## src/design/etfi_pkg.sv

```systemverilog
// shared types and constants for the escape-time fractal iterator
// no dependencies
package etfi_pkg;

  // default configuration of the arithmetic and the cycle check
  localparam int COORD_WIDTH       = 32;
  localparam int FRAC_BITS         = 28;
  localparam int ITER_WIDTH        = 16;
  localparam int FIRST_SAVED_MASK  = 7;
  localparam int SAVED_INCR_RELOAD = 4;

  // fixed constants of the algorithm
  localparam int PER_LOOKBACK  = 255;
  localparam int ESC_BACKOFF   = 10;
  localparam int ALT_COLOUR    = 7;
  localparam int COLOUR_OFFSET = 7;

  // register indexes
  localparam logic [2:0] REG_MAX_ITER  = 3'd0;
  localparam logic [2:0] REG_BAILOUT   = 3'd1;
  localparam logic [2:0] REG_CLOSE     = 3'd2;
  localparam logic [2:0] REG_CONST_RE  = 3'd3;
  localparam logic [2:0] REG_CONST_IM  = 3'd4;
  localparam logic [2:0] REG_JULIA     = 3'd5;
  localparam logic [2:0] REG_PER_MODE  = 3'd6;
  localparam logic [2:0] REG_OUT_MODE  = 3'd7;

  // outside colouring modes
  localparam logic [1:0] OUT_COUNT = 2'd0;
  localparam logic [1:0] OUT_REAL  = 2'd1;
  localparam logic [1:0] OUT_IMAG  = 2'd2;
  localparam logic [1:0] OUT_SUM   = 2'd3;

  // cycle check off
  localparam logic [1:0] PER_OFF = 2'd0;

  // multiplier operand selection
  typedef enum logic [1:0] {
    MUL_XX = 2'd0,
    MUL_YY = 2'd1,
    MUL_XY = 2'd2
  } mul_sel_t;

  // controller states
  typedef enum logic [7:0] {
    ST_IDLE   = 8'b0000_0001,
    ST_LOAD   = 8'b0000_0010,
    ST_MXX    = 8'b0000_0100,
    ST_MYY    = 8'b0000_1000,
    ST_MXY    = 8'b0001_0000,
    ST_MFIN   = 8'b0010_0000,
    ST_STEP   = 8'b0100_0000,
    ST_FINISH = 8'b1000_0000
  } state_t;

  // commands from controller to datapath
  typedef struct packed {
    logic     load;
    logic     mul_en;
    mul_sel_t mul_sel;
    logic     cap_x2;
    logic     cap_y2;
    logic     cap_xy2;
    logic     test;
    logic     step;
    logic     dec;
    logic     finish;
  } cmd_t;

  // status from datapath to controller
  typedef struct packed {
    logic julia;
    logic hit;
    logic cx_gt1;
    logic out_free;
  } sts_t;

endpackage

```

## src/design/etfi_ctrl.sv

```systemverilog
// controller state machine of the fractal iterator
// depends on etfi_pkg
module etfi_ctrl (
  input  logic          clk,
  input  logic          rst,
  input  logic          in_valid,
  output logic          in_ready,
  input  etfi_pkg::sts_t sts,
  output etfi_pkg::cmd_t cmd
);

  etfi_pkg::state_t state, state_next;
  logic pre, pre_next;
  logic testing, testing_next;

  // state register
  always_ff @(posedge clk) begin
    if (rst) begin
      state   <= etfi_pkg::ST_IDLE;
      pre     <= 1'b0;
      testing <= 1'b0;
    end else begin
      state   <= state_next;
      pre     <= pre_next;
      testing <= testing_next;
    end
  end

  assign in_ready = (state == etfi_pkg::ST_IDLE);

  // next state and commands
  always_comb begin
    state_next   = state;
    pre_next     = pre;
    testing_next = testing;
    cmd          = '0;
    cmd.mul_sel  = etfi_pkg::MUL_XX;
    case (state)
      etfi_pkg::ST_IDLE: begin
        if (in_valid) begin
          cmd.load   = 1'b1;
          state_next = etfi_pkg::ST_LOAD;
        end
      end
      etfi_pkg::ST_LOAD: begin
        pre_next     = sts.julia;
        testing_next = 1'b0;
        state_next   = etfi_pkg::ST_MXX;
      end
      etfi_pkg::ST_MXX: begin
        cmd.mul_en  = 1'b1;
        cmd.mul_sel = etfi_pkg::MUL_XX;
        state_next  = etfi_pkg::ST_MYY;
      end
      etfi_pkg::ST_MYY: begin
        cmd.mul_en  = 1'b1;
        cmd.mul_sel = etfi_pkg::MUL_YY;
        cmd.cap_x2  = 1'b1;
        state_next  = etfi_pkg::ST_MXY;
      end
      etfi_pkg::ST_MXY: begin
        cmd.mul_en  = 1'b1;
        cmd.mul_sel = etfi_pkg::MUL_XY;
        cmd.cap_y2  = 1'b1;
        state_next  = etfi_pkg::ST_MFIN;
      end
      etfi_pkg::ST_MFIN: begin
        cmd.cap_xy2 = 1'b1;
        cmd.test    = testing;
        if (testing && sts.hit) state_next = etfi_pkg::ST_FINISH;
        else state_next = etfi_pkg::ST_STEP;
      end
      etfi_pkg::ST_STEP: begin
        if (pre) begin
          cmd.step   = 1'b1;
          pre_next   = 1'b0;
          state_next = etfi_pkg::ST_MXX;
        end else if (sts.cx_gt1) begin
          cmd.step     = 1'b1;
          cmd.dec      = 1'b1;
          testing_next = 1'b1;
          state_next   = etfi_pkg::ST_MXX;
        end else begin
          state_next = etfi_pkg::ST_FINISH;
        end
      end
      etfi_pkg::ST_FINISH: begin
        if (sts.out_free) begin
          cmd.finish = 1'b1;
          state_next = etfi_pkg::ST_IDLE;
        end
      end
      default: state_next = etfi_pkg::ST_IDLE;
    endcase
  end

endmodule

```

## src/design/etfi_dp.sv

```systemverilog
// datapath of the fractal iterator: config registers, shared multiplier,
// orbit registers, cycle check, colouring and result word; uses etfi_pkg
module etfi_dp #(
  parameter int COORD_WIDTH       = etfi_pkg::COORD_WIDTH,
  parameter int FRAC_BITS         = etfi_pkg::FRAC_BITS,
  parameter int ITER_WIDTH        = etfi_pkg::ITER_WIDTH,
  parameter int FIRST_SAVED_MASK  = etfi_pkg::FIRST_SAVED_MASK,
  parameter int SAVED_INCR_RELOAD = etfi_pkg::SAVED_INCR_RELOAD
) (
  input  logic               clk,
  input  logic               rst,
  input  logic               cfg_we,
  input  logic [2:0]         cfg_index,
  input  logic [31:0]        cfg_data,
  input  logic signed [31:0] point_real,
  input  logic signed [31:0] point_imag,
  input  logic               restart_periodicity,
  input  etfi_pkg::cmd_t     cmd,
  output etfi_pkg::sts_t     sts,
  output logic               out_valid,
  input  logic               out_ready,
  output logic [15:0]        color,
  output logic [15:0]        iterations,
  output logic               escaped,
  output logic               periodic
);

  localparam int W  = COORD_WIDTH;
  localparam int IW = ITER_WIDTH;
  localparam int SW = W + 1;
  localparam int MW = (SW > 31) ? SW : 31;
  localparam int DW = (SW > 29) ? SW : 29;
  localparam int CW = SW + IW + 3;
  localparam int SIW = IW + 2;
  localparam bit SAT64 = (SW > 64);

  // saturate helpers
  function automatic logic signed [W-1:0] sat_sum(input logic signed [SW-1:0] v);
    if (v[SW-1] == v[SW-2]) return v[W-1:0];
    return v[SW-1] ? {1'b1, {(W-1){1'b0}}} : {1'b0, {(W-1){1'b1}}};
  endfunction

  function automatic logic signed [W-1:0] sat_prod(input logic signed [2*W-1:0] v);
    if (&v[2*W-1:W-1] || ~|v[2*W-1:W-1]) return v[W-1:0];
    return v[2*W-1] ? {1'b1, {(W-1){1'b0}}} : {1'b0, {(W-1){1'b1}}};
  endfunction

  function automatic logic signed [W-1:0] sat_in(input logic signed [31:0] v);
    logic signed [63:0] e;
    e = 64'(v);
    if (&e[63:W-1] || ~|e[63:W-1]) return e[W-1:0];
    return e[63] ? {1'b1, {(W-1){1'b0}}} : {1'b0, {(W-1){1'b1}}};
  endfunction

  function automatic logic signed [W-1:0] addc(input logic signed [W-1:0] a,
                                               input logic signed [W-1:0] b);
    return sat_sum(SW'(a) + SW'(b));
  endfunction

  // configuration registers
  logic [IW-1:0]      max_iterations;
  logic [30:0]        bailout_limit;
  logic [28:0]        close_enough;
  logic signed [31:0] const_real, const_imag;
  logic               julia_mode;
  logic [1:0]         periodicity_mode, outside_mode;

  always_ff @(posedge clk) begin
    if (rst) begin
      max_iterations   <= IW'(150);
      bailout_limit    <= 31'd1073741824;
      close_enough     <= 29'd268;
      const_real       <= '0;
      const_imag       <= '0;
      julia_mode       <= 1'b0;
      periodicity_mode <= 2'd1;
      outside_mode     <= etfi_pkg::OUT_COUNT;
    end else if (cfg_we) begin
      case (cfg_index)
        etfi_pkg::REG_MAX_ITER: max_iterations   <= IW'(cfg_data[15:0]);
        etfi_pkg::REG_BAILOUT:  bailout_limit    <= cfg_data[30:0];
        etfi_pkg::REG_CLOSE:    close_enough     <= cfg_data[28:0];
        etfi_pkg::REG_CONST_RE: const_real       <= cfg_data;
        etfi_pkg::REG_CONST_IM: const_imag       <= cfg_data;
        etfi_pkg::REG_JULIA:    julia_mode       <= cfg_data[0];
        etfi_pkg::REG_PER_MODE: periodicity_mode <= cfg_data[1:0];
        etfi_pkg::REG_OUT_MODE: outside_mode     <= cfg_data[1:0];
        default: ;
      endcase
    end
  end

  // orbit state
  logic signed [W-1:0]   x, y, x2, y2, xy2, cr, ci, sx, sy;
  logic signed [2*W-1:0] p;
  logic [IW-1:0]         cx, start, sand, pstart;
  logic [7:0]            incr;
  logic                  esc_f, per_f;

  // start point of the cycle check
  logic signed [SIW-1:0] st_raw, st_cap, st_cl;
  always_comb begin
    if (periodicity_mode == etfi_pkg::PER_OFF) st_raw = '0;
    else if (restart_periodicity)
      st_raw = SIW'(max_iterations) - SIW'(etfi_pkg::PER_LOOKBACK);
    else st_raw = SIW'(pstart);
    st_cap = SIW'(max_iterations) - SIW'(FIRST_SAVED_MASK);
    st_cl  = (st_raw > st_cap) ? st_cap : st_raw;
    if (st_cl < 0) st_cl = '0;
  end

  // input coordinates
  logic signed [W-1:0] pr, pi, kr, ki;
  assign pr = sat_in(point_real);
  assign pi = sat_in(point_imag);
  assign kr = sat_in(const_real);
  assign ki = sat_in(const_imag);

  // shared multiplier operands
  logic signed [W-1:0] ma, mb;
  always_comb begin
    ma = (cmd.mul_sel == etfi_pkg::MUL_YY) ? y : x;
    mb = (cmd.mul_sel == etfi_pkg::MUL_XX) ? x : y;
  end

  // escape and cycle tests
  logic [MW-1:0]       mag, bail;
  logic                esc_now, in_chk, save_now, per_now;
  logic [IW-1:0]       phase;
  logic signed [SW-1:0] dx, dy;
  logic [DW-1:0]       adx, ady, cls;
  always_comb begin
    mag  = MW'({1'b0, x2}) + MW'({1'b0, y2});
    bail = MW'(bailout_limit);
    esc_now = (mag >= bail);
    in_chk  = (cx < start);
    phase   = max_iterations - cx;
    save_now = in_chk && ((phase & sand) == '0);
    dx  = SW'(sx) - SW'(x);
    dy  = SW'(sy) - SW'(y);
    adx = DW'(dx[SW-1] ? -dx : dx);
    ady = DW'(dy[SW-1] ? -dy : dy);
    cls = DW'(close_enough);
    per_now = in_chk && !save_now && (adx < cls) && (ady < cls);
  end

  assign sts.julia    = julia_mode;
  assign sts.hit      = esc_now || per_now;
  assign sts.cx_gt1   = (cx > IW'(1));
  assign sts.out_free = !out_valid || out_ready;

  // orbit update, multiplier and cycle check registers
  always_ff @(posedge clk) begin
    if (cmd.load) begin
      cx    <= max_iterations;
      start <= IW'(st_cl);
      sand  <= IW'(FIRST_SAVED_MASK);
      // first save widens the interval at once
      incr  <= 8'd1;
      esc_f <= 1'b0;
      per_f <= 1'b0;
      sx    <= '0;
      sy    <= '0;
      if (julia_mode) begin
        cr <= kr; ci <= ki; x <= pr; y <= pi;
      end else begin
        cr <= pr; ci <= pi; x <= addc(kr, pr); y <= addc(ki, pi);
      end
    end
    if (cmd.mul_en) p <= ma * mb;
    if (cmd.cap_x2) x2 <= sat_prod(p >>> FRAC_BITS);
    if (cmd.cap_y2) y2 <= sat_prod(p >>> FRAC_BITS);
    if (cmd.cap_xy2) xy2 <= sat_prod(p >>> (FRAC_BITS - 1));
    if (cmd.step) begin
      x <= addc(sat_sum(SW'(x2) - SW'(y2)), cr);
      y <= addc(xy2, ci);
      if (cmd.dec) cx <= cx - IW'(1);
    end
    if (cmd.test) begin
      if (esc_now) esc_f <= 1'b1;
      else if (save_now) begin
        sx <= x;
        sy <= y;
        if (incr == 8'd1) begin
          sand <= {sand[IW-2:0], 1'b1};
          incr <= 8'(SAVED_INCR_RELOAD);
        end else begin
          incr <= incr - 8'd1;
        end
      end else if (per_now) per_f <= 1'b1;
    end
  end

  // escape colouring
  logic [IW-1:0]         cnt;
  logic signed [SW-1:0]  sum_xy, src;
  logic signed [SW:0]    ve, vn, tr;
  logic signed [CW-1:0]  colc;
  logic [IW-1:0]         col;
  always_comb begin
    cnt    = max_iterations - cx;
    sum_xy = SW'(x) + SW'(y);
    if (SAT64) begin
      if (sum_xy > SW'(64'sh7FFF_FFFF_FFFF_FFFF)) sum_xy = SW'(64'sh7FFF_FFFF_FFFF_FFFF);
      if (sum_xy < SW'(-64'sh7FFF_FFFF_FFFF_FFFF - 64'sd1))
        sum_xy = SW'(-64'sh7FFF_FFFF_FFFF_FFFF - 64'sd1);
    end
    case (outside_mode)
      etfi_pkg::OUT_REAL: src = SW'(x);
      etfi_pkg::OUT_IMAG: src = SW'(y);
      default:            src = sum_xy;
    endcase
    ve = (SW + 1)'(src);
    vn = -ve;
    tr = ve[SW] ? -(vn >>> FRAC_BITS) : (ve >>> FRAC_BITS);
    colc = CW'(tr) + CW'($signed({1'b0, cnt}))
         + ((outside_mode != etfi_pkg::OUT_SUM) ? CW'(etfi_pkg::COLOUR_OFFSET) : CW'(0));
    if (outside_mode == etfi_pkg::OUT_COUNT) begin
      col = (cnt == '0) ? IW'(1) : cnt;
    end else if (colc <= 0 || colc > CW'($signed({1'b0, max_iterations}))) begin
      col = IW'(1);
    end else begin
      col = IW'(colc);
    end
  end

  // result word and carried start point
  always_ff @(posedge clk) begin
    if (rst) begin
      out_valid <= 1'b0;
      pstart    <= '0;
    end else begin
      if (out_valid && out_ready) out_valid <= 1'b0;
      if (cmd.finish) begin
        out_valid <= 1'b1;
        if (esc_f) begin
          pstart <= (cx > IW'(etfi_pkg::ESC_BACKOFF)) ?
                    cx - IW'(etfi_pkg::ESC_BACKOFF) : '0;
        end else begin
          pstart <= max_iterations;
        end
      end
    end
  end

  always_ff @(posedge clk) begin
    if (cmd.finish) begin
      escaped  <= esc_f;
      periodic <= per_f && !esc_f;
      if (esc_f) begin
        color      <= 16'(col);
        iterations <= 16'(cnt);
      end else begin
        iterations <= 16'(max_iterations);
        if (per_f && periodicity_mode[1]) color <= 16'(etfi_pkg::ALT_COLOUR);
        else color <= 16'(max_iterations);
      end
    end
  end

endmodule

```

## src/design/escape_time_fractal_iterator_top.sv

```systemverilog
// top level of the escape-time fractal iterator
// depends on etfi_pkg, etfi_ctrl and etfi_dp
//
// Each pixel word enters through in_valid/in_ready and gives one result word.
// One shared signed multiplier forms x*x, y*y and 2xy in turn, so one orbit
// step passes through MXX, MYY and MXY (the three products), MFIN (the
// capture/check) and STEP (the update). In Julia mode one extra step is made
// before the count starts, and a pixel ends early when it escapes or a cycle
// is found.
// The next pixel is taken while the previous result waits in the output
// register. Configuration writes are accepted in any cycle and should only
// be made while the block is idle.
module escape_time_fractal_iterator_top #(
  parameter int COORD_WIDTH       = etfi_pkg::COORD_WIDTH,
  parameter int FRAC_BITS         = etfi_pkg::FRAC_BITS,
  parameter int ITER_WIDTH        = etfi_pkg::ITER_WIDTH,
  parameter int FIRST_SAVED_MASK  = etfi_pkg::FIRST_SAVED_MASK,
  parameter int SAVED_INCR_RELOAD = etfi_pkg::SAVED_INCR_RELOAD
) (
  input  logic               clk,
  input  logic               rst,
  input  logic               cfg_valid,
  output logic               cfg_ready,
  input  logic [2:0]         cfg_index,
  input  logic [31:0]        cfg_data,
  input  logic               in_valid,
  output logic               in_ready,
  input  logic signed [31:0] point_real,
  input  logic signed [31:0] point_imag,
  input  logic               restart_periodicity,
  output logic               out_valid,
  input  logic               out_ready,
  output logic [15:0]        color,
  output logic [15:0]        iterations,
  output logic               escaped,
  output logic               periodic
);

  etfi_pkg::cmd_t cmd;
  etfi_pkg::sts_t sts;

  // config word always taken
  assign cfg_ready = 1'b1;

  etfi_ctrl u_ctrl (
    .clk      (clk),
    .rst      (rst),
    .in_valid (in_valid),
    .in_ready (in_ready),
    .sts      (sts),
    .cmd      (cmd)
  );

  etfi_dp #(
    .COORD_WIDTH       (COORD_WIDTH),
    .FRAC_BITS         (FRAC_BITS),
    .ITER_WIDTH        (ITER_WIDTH),
    .FIRST_SAVED_MASK  (FIRST_SAVED_MASK),
    .SAVED_INCR_RELOAD (SAVED_INCR_RELOAD)
  ) u_dp (
    .clk                 (clk),
    .rst                 (rst),
    .cfg_we              (cfg_valid && cfg_ready),
    .cfg_index           (cfg_index),
    .cfg_data            (cfg_data),
    .point_real          (point_real),
    .point_imag          (point_imag),
    .restart_periodicity (restart_periodicity),
    .cmd                 (cmd),
    .sts                 (sts),
    .out_valid           (out_valid),
    .out_ready           (out_ready),
    .color               (color),
    .iterations          (iterations),
    .escaped             (escaped),
    .periodic            (periodic)
  );

endmodule

```

## config.mk

```make
export PLATFORM = sky130hd
export DESIGN_NAME = escape_time_fractal_iterator_top
export DESIGN_NICKNAME = d
export VERILOG_FILES = /design/src/design/etfi_pkg.sv /design/src/design/etfi_ctrl.sv /design/src/design/etfi_dp.sv /design/src/design/escape_time_fractal_iterator_top.sv
export SDC_FILE = /design/constraint.sdc
export NUM_CORES = 2
export LEC_CHECK = 0
export ABC_AREA = 1
export BUFFER_PORTS_ARGS = -buffer_cell sky130_fd_sc_hd__clkbuf_2
export CAP_MARGIN = 0
export CELL_PAD_IN_SITES_DETAIL_PLACEMENT = 1
export CELL_PAD_IN_SITES_GLOBAL_PLACEMENT = 1
export CORE_UTILIZATION = 45
export CTS_BUF_LIST = sky130_fd_sc_hd__clkbuf_4
export DETAILED_ROUTE_END_ITERATION = 10
export GPL_TIMING_DRIVEN = 0
export MAX_ROUTING_LAYER = met4
export PLACE_DENSITY = 0.86
export SYNTH_ARGS = -nofsm -noshare
export SYNTH_HDL_FRONTEND = slang
export SYNTH_SLANG_ARGS = --single-unit
```

## constraint.sdc

```tcl
create_clock -name clk -period 8.4 [get_ports clk]
set_input_delay 1.26 -clock clk [delete_from_list [all_inputs] [get_ports clk]]
set_output_delay 1.26 -clock clk [all_outputs]
set_load 0.02 [all_outputs]
```

Word-level counts from Yosys, hierarchy flattened
Cells that the tools add are included.
- register bits after elaboration: 616
- latch bits: 0
- memory bits (writable): 0
- ROM bits: 0
- input bits: 105
- output and inout bits: 37
- word-level logic and storage cells: 254
- memories: 0
- add/sub/neg operators: 21
- multipliers: 1
- divide/modulo/power cells: 0
- magnitude comparators: 10
- equality and inequality tests: 29
- shift-type cells: 0
- mux-type cells: 118
- bitwise logic cells: 1
- reductions and logical operators: 41
- operators by type and width (cell ; number):
    $mux W32 ; 40
    $mux W16 ; 16
    $add A32 B32 Y33 ; 6
    $sub A32 B32 Y33 ; 3
    $mux W8 ; 10
    $lt A33 B29 Y1 ; 2
    $mux W33 ; 2
    $neg A33 Y33 ; 2
    $pmux W33 S2 ; 1
    $mul A32 B32 Y64 ; 1
    $pmux W8 S8 ; 1
    $mux W18 ; 3
    $add A52 B52 Y52 ; 1
    $gt A52 B17 Y1 ; 1
    $le A52 B1 Y1 const B ; 1
    $mux W1 ; 37
    $add A34 B17 Y35 ; 1
    $mux W34 ; 1
    $neg A33 Y34 ; 1
    $neg A6 Y34 ; 1
    $ge A33 B31 Y1 ; 1
    $logic_not A16 Y1 ; 2
    $gt A18 B18 Y1 ; 1
    $lt A18 B1 Y1 const B ; 1
    other kinds (41) ; 85

Logic depth before layout (Yosys ltp)
- word-level depth: 13
- mapped depth: 57
- depth with buffers taken out: 56

Hierarchy
A second synthesis with hierarchy kept.
- cell total of the unflattened synthesis: 10903
- area, all modules: 84279.6 um2
- by module, submodules not included (module ; instances ; cells an instance ; area each (um2) ; sequential area each (um2)):
    etfi_dp ; 1 ; 10802 ; 83603.9 ; 14704.1
    etfi_ctrl ; 1 ; 99 ; 664.4 ; 200.2
    escape_time_fractal_iterator_top ; 1 ; 2 ; 11.3 ; 0.0

Worst setup path before layout
OpenSTA, ideal clock, no wires.
- kind: reg-to-reg
- from: register u_ctrl.state[4]
- to: register u_dp.p[63] (data pin)
- library setup time: 260 ps
- arrival: 8851 ps
- data required time: 8140 ps
- path slack: -712 ps
- cell stages (with the launch flop): 38
- path buffers: 2
- period minus slack after synthesis: 9112 ps
- path through: dfxtp_1 -> or2_1 -> nor2_2 -> nand2_2 -> inv_1 -> clkbuf_1 -> clkbuf_1 -> a21oi_1 -> nand2_1 -> fa_1 -> fa_1 -> fa_1 -> inv_1 -> fa_1 -> inv_1 -> fa_1 -> inv_1 -> fa_1 -> [... 2 more ...] -> fa_1 -> inv_1 -> ha_1 -> nand4_1 -> nor3_1 -> nand2_1 -> o21ai_1 -> nand3_1 -> nand2_1 -> nand2_1 -> nand2_1 -> a21boi_0 -> o21ai_0 -> nand3_1 -> nand2_1 -> nand2_1 -> nand2_1 -> xor2_1
- longest elaborated chain between the ends: 5
- elaborated cells on any way between the ends: 9
- classes of those cells: mul (1); eq/ne (4); mux (3); reduce/logical (1)
- RTL lines (what ; RTL line ; source):
    start, declared ; etfi_ctrl.sv:12 ; etfi_pkg::state_t state, state_next;
    start signal, assigned ; etfi_ctrl.sv:19 ; state <= etfi_pkg::ST_IDLE;
    start signal, assigned ; etfi_ctrl.sv:23 ; state <= state_next;
    $eq A8 B5 Y1 (tied with other cells) ; etfi_ctrl.sv:38 ; case (state)
    $pmux W3 S3 (*) ; etfi_ctrl.sv:38 ;
    $eq A2 B1 Y1 or $logic_not A2 Y1 (tied branches) ; etfi_dp.sv:122, etfi_dp.sv:123 ;
    $mux W32 (on tied branches) ; etfi_dp.sv:122, etfi_dp.sv:123 ;
    $mul A32 B32 Y64 (*) ; etfi_dp.sv:170 ; if (cmd.mul_en) p <= ma * mb;
    end signal, assigned ; etfi_dp.sv:170 ;
    end, declared ; etfi_dp.sv:95 ; logic signed [2*W-1:0] p;
Mark *: on every way between the ends. The rest lies on a longest branch, timed or not.
A chain may end at the register's enable or synchronous reset.

Worst setup path after layout
- from: register u_ctrl.state[7]
- to: register u_dp.p[57] (data pin)
The elaborated chain is that of the path after synthesis.

==> summary.txt <==
Run status
  – Outcome: finished, violations left
  – Violated checks: negative setup slack

STA
  – Endpoints failing hold: 0
  – Max Freq: 0.1107 GHz
  – Skew final: roughly 100 ps
  – Period utilisation layout: 107.5%
  – Slew @ Worst Pin: around 1400 ps
  – Slew Limit Fails: 0
  – Final setup fails: 36
  – RSZ-0062 raised after global routing: yes
  – Max-Slew Margin vs Limit: a little under 4%
  – Setup TNS Final: -15020 ps
  – Hold_ws: slightly above 400 ps
  – Final worst path period need: approximately 9000 ps
  – Setup ws final: -632.2 ps

Setup path
  – Crit path required time: between 9000 and 10000 ps
  – Setup crit end kind: flip-flop
  – Slowest CP cell: fa_1
  – CP max FO: 10
  – WP data arrival: roughly 10000 ps
  – CP peak stage delay: 670 ps
  – Reg2reg setup slack: -630 ps
  – CP Launch Type: flip-flop
  – WS Path Type: flip-flop to flip-flop

Logic synthesis
  – Netlist area before placement: 84570 um^2
  – Seq cells post-synth: 589
  – Mean post-synth cell area: 7.628 um^2
  – Seq/Total Area, Yosys: 17.62%
  – Post-synthesis cell type count: 73
  – Synth Net Count: roughly 13000
  – Asr flop ratio synth: 0%
  – Synth Instances: roughly 11000
  – Post-synth top flop: edfxtp_1
  – Post-synth EDFFs: around 310
  – YS warnings: 0

Floorplanning
  – Die W: between 400 and 500 um
  – Die H: approximately 440 um
  – Num ports: around 140
  – Die Area: ~190000 um^2
  – Core Region: 186000 um^2
  – Initial core utilization: a little under half
  – Row count: ~160

Cells and area
  – Most frequent cells in the layout: nand2_1 (2325), inv_1 (2057), fa_1 (1040)
  – Fillers: between 20000 and 25000
  – Most common cell after layout, fill and taps aside: nand2_1
  – Layout area overhead: 15.18%
  – Final Non-Filler Cells: between 10000 and 15000
  – Post-layout util: 52.37%
  – Share of layout cells above drive strength 1: about 13%
  – Fin nets: about 14000

Route
  – Drt total wl: between 400000 and 500000 um
  – Post-route ant nets: 0
  – # DRC: 0
  – DR iter-0 viols: 6554
  – WL/cell: around 28 um
  – Vias: roughly 83000
  – Drt pass-1 iters: 7
  – Vias/cell: between 5 and 6

Placement
  – RePlAce Congestion: between 1 and 1.5
  – Number of I/O port buffers: between 100 and 150
  – Cell total after placement: about 14000
  – DP Wirelength: between 300000 and 400000 um

Clock tree
  – CTS sink cnt: slightly below 600
  – Cts hold-fix bufs: 0
  – Clock Latency Late Sink: roughly 1200 ps
  – H-tree Lvls: 4
  – Max clock buf depth: 3
  – Cell chosen for the clock root: clkbuf_4
  – CTS tree: done
  – CTS clk-pin slew, worst paths: 70 ps
  – TritonCTS Buffers: between 150 and 200

GRT
  – Remaining Overflow, GRT: 0
  – Initial antenna violation count: 23
  – Global-route wire length before repair: around 580000 um
  – Vias in the first global route: 89280
  – Total track usage: a little over two fifths
  – Largest net degree at the start of global routing: just under 50

Job
  – Max_cap viols: 0

Worst hold path
  – Worst hold path type: input pin to flip-flop
[path summary, 6_finish.rpt]
kind | end | start | cells past startpoint
worst max-delay path | u_dp.p[57] | u_ctrl.state[7] | 36
worst min-delay path | u_dp.cr[7] | point_real[7] | 3
worst max register to register | u_dp.p[57] | u_ctrl.state[7] | 36
worst min register to register | u_dp.bailout_limit[8] | u_dp.bailout_limit[8] | 2
[per-layer routing]
metal / up-vias / part of all wire [%] / global-route usage [%]
met3: 1671 / 8.0 / 8.836
met5: - / 0 / -
met2: 3876 / 46 / 67.10
li1: 36090 / - / -
met4: 0 / 9.8 / 33.76
met1: 41698 / 36 / 46.54
[cell type report]
cell class	instances	area, um^2	area share [%]
Multi-Input combinational cell	7970	62990	64.66
Sequential cell	589	14910	15.31
Inverter	2149	8165	8.382
Timing Repair Buffer	409	3338	3.427
Tap cell	2480	3103	3.185
Buffer	374	2679	2.750
Clock buffer	236	1772	1.819
Clock inverter	62	364.1	0.3738
Antenna cell	38	95.09	0.09761
[cells in the mapped netlist (6+ instances only)]
library cell	number	area share [%]
a21boi_1	6	0.053
o211ai_1	28	0.25
xnor2_1	105	1.1
o221ai_1	31	0.32
nand3b_1	18	0.16
nand2_1	2402	11
inv_2	18	0.080
and2_1	10	0.074
o21bai_1	39	0.35
o21ai_0	662	3.9
a21oi_1	709	4.2
a21o_1	25	0.22
buf_1	22	0.098
clkinv_1	14	0.062
a211oi_1	18	0.16
buf_2	16	0.095
a31oi_1	58	0.43
ha_1	658	9.7
nor2_4	7	0.093
o22ai_1	28	0.21
nand3_1	375	2.2
o31ai_1	14	0.12
or2_2	13	0.096
o21ai_1	64	0.38
edfxtp_1	311	11
nand2_2	10	0.074
o21a_1	47	0.42
inv_1	2117	9.4
nand4_1	96	0.71
dfxtp_1	278	6.6
fa_1	1094	26
nand3_2	10	0.12
nor2_1	912	4.0
a221oi_1	16	0.17
xor2_1	285	3.0
clkbuf_1	338	1.5
o21bai_4	10	0.22
a21boi_0	13	0.12
nor2_2	20	0.15
nor4_1	37	0.27
nor3_1	92	0.54
[registers in the layout, indices dropped and copies added, names as in the netlist, 32 cells and up]
register	count
u_dp.const_real	32
u_dp.x	32
u_dp.ci	32
u_dp.xy2	32
u_dp.y	32
u_dp.sx	32
u_dp.x2	32
u_dp.const_imag	32
u_dp.p	37
u_dp.y2	32
u_dp.cr	32
u_dp.sy	32
[cell families (layout without fill, tap and decap cells)]
kind of cell	Yosys count	count (layout)	share of synthesized area, %
XOR/XNOR	393	393	4.097
buffers and inverters	2528	3230	11.27
other	1	39	0.004434
multiplexers	2	2	0.02515
AND/OR/NAND/NOR	4025	4025	19.50
flip-flops	589	589	17.62
adder cells (fa/ha/maj)	1752	1752	35.63
AO/OA/AOI/OAI	1797	1797	11.85
[repair_timing]
action                     CTS  global route
setup endpoints to repair   85            85
buffers inserted           189            68
hold endpoints to repair     0             0
pin swaps                  128           108
gates resized for setup    915           275
cloned                       4             1
[worst max-delay path, delay by kind of cell (launching register included)]
| kind | cells | cell delay [ps] |
|---|---|---|
| xor gates and xnor gates | 1 | 170 |
| AOI/OAI and AO/OA | 7 | 1300 |
| adders and majority gates | 9 | 4490 |
| DFF | 1 | 340 |
| buffers and inverters | 13 | 1400 |
| and+or+nand+nor | 6 | 1050 |
[stage by stage]
step / cell area (um^2) / worst slack [ps]
after detailed placement: 88550 / -3504
after CTS: 95840 / -369.7
final: 97420 / -632.2
after floorplan: 84580 / 47.88
after global placement: 88370 / -3263
after global routing: 97390 / -787.8
Power is left out: the tool's default activity adds up to more than one toggle a clock period on the data nets, which glitch-free logic cannot reach.
